<file path="config.mk">
export PLATFORM = sky130hd
export DESIGN_NAME = efi_to_e820_region_merger
export DESIGN_NICKNAME = d
export VERILOG_FILES = /design/src/design/efi_e820_pkg.sv /design/src/design/efi_to_e820_region_merger.sv
export SDC_FILE = /design/constraint.sdc
export NUM_CORES = 2
export LEC_CHECK = 0
export BUFFER_PORTS_ARGS = -buffer_cell sky130_fd_sc_hd__buf_2
export CORE_MARGIN = 1
export CORE_UTILIZATION = 45
export DETAILED_ROUTE_END_ITERATION = 8
export SLEW_MARGIN = 0
export SYNTH_ARGS = -nofsm -noshare
export SYNTH_HDL_FRONTEND = slang
export SYNTH_SLANG_ARGS = --single-unit
</file>
<file path="constraint.sdc">
create_clock -name i_clk -period 25.2 [get_ports i_clk]
set_clock_uncertainty 0.05 [all_clocks]
set_input_delay 6.3 -clock i_clk [delete_from_list [all_inputs] [get_ports i_clk]]
set_output_delay 6.3 -clock i_clk [all_outputs]
set_load 0.02 [all_outputs]
</file>
<file path="src/design/efi_e820_pkg.sv">
// Package: shared constants, types and the EFI type classifier of the E820 region merger.
`default_nettype none
package efi_e820_pkg;

    localparam int MAX_ENTRIES = 128;
    localparam int CNT_W       = $clog2(MAX_ENTRIES + 1);
    localparam int PAGE_SHIFT  = 12;

    localparam logic [63:0] HOLE_LO = 64'h0000_0000_000A_0000;
    localparam logic [63:0] HOLE_HI = 64'h0000_0000_0010_0000;

    typedef enum logic [2:0] {
        KIND_NONE = 3'd0,
        KIND_RAM  = 3'd1,
        KIND_RES  = 3'd2,
        KIND_ACPI = 3'd3,
        KIND_NVS  = 3'd4
    } t_kind;

    typedef enum logic [1:0] {
        ACT_APPEND = 2'd0,
        ACT_MERGE  = 2'd1,
        ACT_DROP   = 2'd2
    } t_action;

    // Map an EFI memory type to its E820 kind; unknown types give KIND_NONE
    function automatic t_kind classify(input logic [3:0] mem_type);
        t_kind k;
        unique case (mem_type) inside
            4'd1, 4'd2, 4'd3, 4'd4, 4'd7:                k = KIND_RAM;
            4'd0, 4'd5, 4'd6, 4'd8, 4'd11, 4'd12, 4'd13: k = KIND_RES;
            4'd9:                                        k = KIND_ACPI;
            4'd10:                                       k = KIND_NVS;
            default:                                     k = KIND_NONE;
        endcase
        return k;
    endfunction

endpackage
`default_nettype wire

</file>
<file path="src/design/efi_to_e820_region_merger.sv">
// Top level: EFI descriptor to E820 table region merger with split of the legacy hole.
// Path: an accepted descriptor is held in the region register, and each result in the result
// register; the second region of a split follows the first.
// Throughput: one descriptor per cycle while results are taken; a RAM split around the
// 640K-1M hole stalls input, as one region per cycle goes on to the merge stage.
// Reset: synchronous, active low; clears entry count, last entry state and valids.
`default_nettype none
module efi_to_e820_region_merger (
    input  wire logic        i_clk,
    input  wire logic        i_rst_n,
    input  wire logic        i_in_valid,
    output logic             o_in_ready,
    input  wire logic        i_first_of_map,
    input  wire logic [3:0]  i_mem_type,
    input  wire logic [63:0] i_phys_start,
    input  wire logic [51:0] i_num_pages,
    output logic             o_out_valid,
    input  wire logic        i_out_ready,
    output logic [7:0]       o_entry_index,
    output logic [63:0]      o_region_addr,
    output logic [63:0]      o_region_size,
    output logic [2:0]       o_region_kind,
    output logic [1:0]       o_action,
    output logic             o_last_of_run
);

    localparam int CW = efi_e820_pkg::CNT_W;
    localparam logic [CW-1:0] MAX_CNT = CW'(efi_e820_pkg::MAX_ENTRIES);

    // ---------------- region stage (input register) ----------------
    logic                      r_rv;
    logic                      r_first;
    logic                      r_a_valid, r_b_valid;
    logic [63:0]               r_a_start, r_a_size, r_a_end;
    logic [63:0]               r_b_size, r_b_end;
    efi_e820_pkg::t_kind       r_kind;

    logic                      n_a_valid, n_b_valid;
    logic [63:0]               n_a_start, n_a_size, n_a_end;
    logic [63:0]               n_b_size, n_b_end;
    efi_e820_pkg::t_kind       w_kind;
    logic [63:0]               w_size, w_end;
    logic                      w_accept;

    // Split the incoming descriptor into at most two regions
    always_comb begin
        w_kind    = efi_e820_pkg::classify(i_mem_type);
        w_size    = {i_num_pages, {efi_e820_pkg::PAGE_SHIFT{1'b0}}};
        w_end     = i_phys_start + w_size;
        n_a_valid = 1'b0;
        n_b_valid = 1'b0;
        n_a_start = i_phys_start;
        n_a_size  = w_size;
        n_a_end   = w_end;
        n_b_size  = w_end - efi_e820_pkg::HOLE_HI;
        n_b_end   = w_end;
        if (w_kind == efi_e820_pkg::KIND_RAM &&
            i_phys_start < efi_e820_pkg::HOLE_HI && w_end > efi_e820_pkg::HOLE_LO) begin
            n_a_valid = i_phys_start < efi_e820_pkg::HOLE_LO;
            n_a_size  = efi_e820_pkg::HOLE_LO - i_phys_start;
            n_a_end   = efi_e820_pkg::HOLE_LO;
            n_b_valid = w_end > efi_e820_pkg::HOLE_HI;
        end else if (w_kind != efi_e820_pkg::KIND_NONE) begin
            n_a_valid = 1'b1;
        end
    end

    // ---------------- merge stage ----------------
    logic [CW-1:0]             r_count;
    logic [63:0]               r_last_addr, r_last_size, r_last_end;
    efi_e820_pkg::t_kind       r_last_kind;

    logic                      r_ov;
    logic [7:0]                r_idx;
    logic [63:0]               r_oaddr, r_osize;
    efi_e820_pkg::t_kind       r_okind;
    efi_e820_pkg::t_action     r_oact;
    logic                      r_olast;

    logic                      w_out_free, w_has_reg, w_two, w_issue, w_done;
    logic [CW-1:0]             w_eff_cnt;
    logic [63:0]               w_cur_start, w_cur_size, w_cur_end;
    logic                      w_merge, w_append;
    logic [63:0]               w_merged_size, w_merged_end;

    // Pick the current region and decide merge, append or drop
    always_comb begin
        w_out_free    = !r_ov || i_out_ready;
        w_has_reg     = r_a_valid || r_b_valid;
        w_two         = r_a_valid && r_b_valid;
        w_issue       = r_rv && w_has_reg && w_out_free;
        w_done        = r_rv && (!w_has_reg || (w_out_free && !w_two));
        w_eff_cnt     = r_first ? '0 : r_count;
        w_cur_start   = r_a_valid ? r_a_start : efi_e820_pkg::HOLE_HI;
        w_cur_size    = r_a_valid ? r_a_size  : r_b_size;
        w_cur_end     = r_a_valid ? r_a_end   : r_b_end;
        w_merge       = (w_eff_cnt != '0) && (r_last_end == w_cur_start) &&
                        (r_last_kind == r_kind);
        w_append      = !w_merge && (w_eff_cnt < MAX_CNT);
        w_merged_size = r_last_size + w_cur_size;
        w_merged_end  = r_last_end + w_cur_size;
    end

    assign o_in_ready = !r_rv || w_done;
    assign w_accept   = i_in_valid && o_in_ready;

    // Control: region stage valid and output valid
    always_ff @(posedge i_clk) begin
        if (!i_rst_n) begin
            r_rv <= 1'b0;
            r_ov <= 1'b0;
        end else begin
            if (w_accept) begin
                r_rv <= 1'b1;
            end else if (w_done) begin
                r_rv <= 1'b0;
            end
            if (w_issue) begin
                r_ov <= 1'b1;
            end else if (i_out_ready) begin
                r_ov <= 1'b0;
            end
        end
    end

    // Load the region register; drop region A once it has been issued
    always_ff @(posedge i_clk) begin
        if (w_accept) begin
            r_first   <= i_first_of_map;
            r_kind    <= w_kind;
            r_a_valid <= n_a_valid;
            r_b_valid <= n_b_valid;
            r_a_start <= n_a_start;
            r_a_size  <= n_a_size;
            r_a_end   <= n_a_end;
            r_b_size  <= n_b_size;
            r_b_end   <= n_b_end;
        end else if (w_issue && w_two) begin
            r_a_valid <= 1'b0;
            r_first   <= 1'b0;
        end
    end

    // Update the table state: entry count and last entry
    always_ff @(posedge i_clk) begin
        if (!i_rst_n) begin
            r_count     <= '0;
            r_last_addr <= '0;
            r_last_size <= '0;
            r_last_end  <= '0;
            r_last_kind <= efi_e820_pkg::KIND_NONE;
        end else if (w_issue) begin
            if (w_merge) begin
                r_count     <= w_eff_cnt;
                r_last_size <= w_merged_size;
                r_last_end  <= w_merged_end;
            end else if (w_append) begin
                r_count     <= w_eff_cnt + 1'b1;
                r_last_addr <= w_cur_start;
                r_last_size <= w_cur_size;
                r_last_end  <= w_cur_end;
                r_last_kind <= r_kind;
            end else begin
                r_count     <= w_eff_cnt;
            end
        end else if (w_done) begin
            // descriptor with no region still applies the map restart
            r_count <= w_eff_cnt;
        end
    end

    // Load the result register
    always_ff @(posedge i_clk) begin
        if (w_issue) begin
            r_okind <= r_kind;
            r_olast <= !w_two;
            if (w_merge) begin
                r_idx   <= 8'(w_eff_cnt - 1'b1);
                r_oaddr <= r_last_addr;
                r_osize <= w_merged_size;
                r_oact  <= efi_e820_pkg::ACT_MERGE;
            end else begin
                r_idx   <= 8'(w_eff_cnt);
                r_oaddr <= w_cur_start;
                r_osize <= w_cur_size;
                r_oact  <= w_append ? efi_e820_pkg::ACT_APPEND : efi_e820_pkg::ACT_DROP;
            end
        end
    end

    assign o_out_valid   = r_ov;
    assign o_entry_index = r_idx;
    assign o_region_addr = r_oaddr;
    assign o_region_size = r_osize;
    assign o_region_kind = r_okind;
    assign o_action      = r_oact;
    assign o_last_of_run = r_olast;

endmodule
`default_nettype wire

</file>
==> results.md <==
* Initial antenna violation count at 5
* Width of the chip at 298.2 um
* CP startpoint kind: primary input
* RSZ-0062 raised after global routing: false
* Postcts setup bufs at 0
* Max stage delay on crit path at 180 ps
* Synthesized net count at 4,659
* Cell area after synthesis at 39,490 um2
* MaxCap Viol Count at 0
* HP Start: r_last_addr[23]
* Number of synthesized flops with an enable pin at 436
* GRT Util Overall at 0.3038
* Worst Reg-to-Reg Cells at 15
* Finished Cell Area at 44,440 um2
* Min-Delay Path Class: flop to flop
* Top-count cell post-synth: nand2_1
* Final hold vios at 0
* Dpl hpwl at 106,200 um
* I/O pin cnt at 269
* Cell taking the most area after synthesis: edfxtp_1
* Reg clk slew, reported paths at 50 ps
* Max-slew violation count at 0
* Peak VDD IR at 0.00005191 V
* Worst Hold End: r_last_addr[23]
* FF-to-FF End: o_region_size[57]
* Finished Layout Cells at 5,711
* Root Buffer: clkbuf_16
* Cts bufs inserted at 77
* Layout area overhead at 12.54%
* FFs w/ async S/R, synth at 0
* Pwr Density at 70.91 nW/um2
* Total clock sinks at 641
* Slew Limit Headroom at 0.2176
* Drc violations at 0
* Drt total wl at 138,700 um
* Final min period at 13,390 ps
* Post-route setup slack at 11,810 ps
* 1st-iter DRT viols at 3,347
* Critical Setup Path Class: primary input to primary output
* Cell variety after synth at 95
* Hold path depth at 2
* Leakage power at 17.74 nW
* H-tree depth at 3
* Chip height at 298.2 um
* Top-area cell type share of the netlist area at 0.3316
* CP Data Arrival Time at 7040 ps
* Syn avg cell area at 9.080 um2
* Remaining antenna violation count after routing at 0
* Synth warnings at 0
* Final setup viols at 0
* Clk_lat worst skew at 670 ps
* Register-to-register setup slack at 18,410 ps
* Std-Cell Rows at 108
* Starting Density at 0.4545
* Post-Place Worst Slack at 11,820 ps
* Flop and latch count out of synthesis at 641
* Layout cells sized above 1 at 0.1184
* CP dominant cell by count: buf_2
* Top cells by area, synth: edfxtp_1 33%, dfxtp_1 10%, ha_1 5.8%
* Drt via density at 5.985
* Cell count after synthesis at 4,349
* Final setup TNS at 0 ps
* Post-cts repair resize count at 0
* Die area at 88,940 um2
* CTS tree: yes
* Worst Hold Slack at 403.5 ps
* Most used DFF post-synth: edfxtp_1
* Top delay family on crit path: simple AND/OR/NAND/NOR gates
* Worst path slowest cell: nand2b_1
* Fmax at 0.07470 GHz
* Status: finished, final reports clean
* Hold buffers post-CTS at 0
* WP buf/inv at 2
* Worst-path fanout max at 4
* Cells along the critical path: buf_2 -> nand2b_1 -> o21ai_0 -> nand2_1 -> buf_2
* Post-synth top cells: 494 x nand2_1, 436 x edfxtp_1, 421 x nor2_1
* Crit. End Element: primary output
* DR vias at 34,180
* Vias in the first global route at 31,320
* Largest net degree at the start of global routing at 165
* Core box area at 86,890 um2
* CTS max path bufs at 3
* Final Cycle Share at 0.5312
* Port Buf Inserts at 268
* First-pass DRT Iterations at 6
* R2R Path Start: r_a_valid
* GPL Wtd Cong at 0.9779
* # placed instances at 5,568
* Total gr overflow at 0
* Nets at 4,802
* DP Area at 41,750 um2
* Tightest Pin Transition at 1174 ps
* Register area share after synthesis at 0.4355
* Routed WL per cell at 24.28 um
* Worst endpoint required time at 18,850 ps
* First-pass GRT wire length at 203,000 um
[flip-flops by register name, summed over array words and instances (netlist names), 8 cells and up]
| signal | cells |
|---|---|
| o_entry_index | 8 |
| o_region_addr | 64 |
| o_region_size | 64 |
| r_a_end | 64 |
| r_a_size | 64 |
| r_a_start | 64 |
| r_b_end | 44 |
| r_b_size | 52 |
| r_count | 8 |
| r_last_addr | 64 |
| r_last_end | 64 |
| r_last_size | 64 |
[kinds of logic after synthesis]
kind of cell | Yosys count | share of synthesized area
adders and majority gates | 185 | 0.05919
AOI/OAI and AO/OA | 1254 | 0.2009
muxes | 115 | 0.03112
xor gates and xnor gates | 214 | 0.04747
buffers and inverters | 352 | 0.03422
and+or+nand+nor | 1588 | 0.1916
DFF | 641 | 0.4355
[metal layers]
metal  track usage  wire length (um)
met1        0.4380             62860
met2        0.4546             59940
met3       0.04507              9730
met4        0.1227              6127
met5             0                10
[how the worst max path moves through the flow]
stage                start         end  slack (ps)  cells after the start
3_3_place_gp   i_out_ready  o_in_ready       11810                      5
4_1_cts        i_out_ready  o_in_ready       11820                      5
5_1_grt        i_out_ready  o_in_ready       11730                      5
3_5_place_dp   i_out_ready  o_in_ready       11820                      5
6_report       i_out_ready  o_in_ready       11810                      5
2_1_floorplan  i_out_ready  r_a_end[0]       12010                      5
[layout by cell type (no fill, tap or decap), types with 13 or more instances in the layout]
cell	instances
o21a_1	32
and3_1	48
inv_1	114
or2_2	16
nor2b_1	82
o211ai_1	36
or3_1	24
nor2_1	420
nor3_1	105
o21bai_1	37
a21o_1	163
mux2i_1	53
nand2_1	494
nand3b_1	24
buf_2	268
clkinv_1	13
dfxtp_1	205
nand3_1	107
ha_1	182
o21ai_0	259
a31oi_1	27
o21ai_1	14
xor2_1	90
a211oi_1	90
clkbuf_16	78
o22ai_1	30
and2_1	44
or4_1	18
nand2b_1	44
nand4_1	68
mux2_2	59
nor4_1	38
buf_4	27
xnor2_1	124
a22oi_1	27
edfxtp_1	436
a21oi_1	390
[worst register-to-register path: cells and delay by family (launching register included)]
family	cells	cell delay, ps
compound gates	4	1670
mux	2	800
buf+inv	3	2180
flops	1	440
fa+ha+maj	1	470
simple gates	5	950
[where the power goes]
group,total (mW),internal [mW],switching [mW]
clock network,1.18,0.699,0.479
registers,1.27,1.22,0.0504
logic,0.702,0.240,0.462
total,3.15,2.16,0.991
[area by class of cell]
type,count,area (um2)
fill,8023,42450
inverter,118,457.9
clock buffer,92,2034
sequential,641,17200
clock inverter,48,649.4
antenna,3,7.507
multi-input combinational,3356,21040
tap,1155,1445
timing repair buffer,298,1604
[metrics by stage]
step	power [mW]	utilization
final	3.151	0.5114
after global routing	3.273	0.5114
after CTS	3.153	0.5114
after detailed placement	1.977	0.4805
after global placement	1.974	0.4805
after floorplan	1.756	-
(Power assumes the default switching activity.)
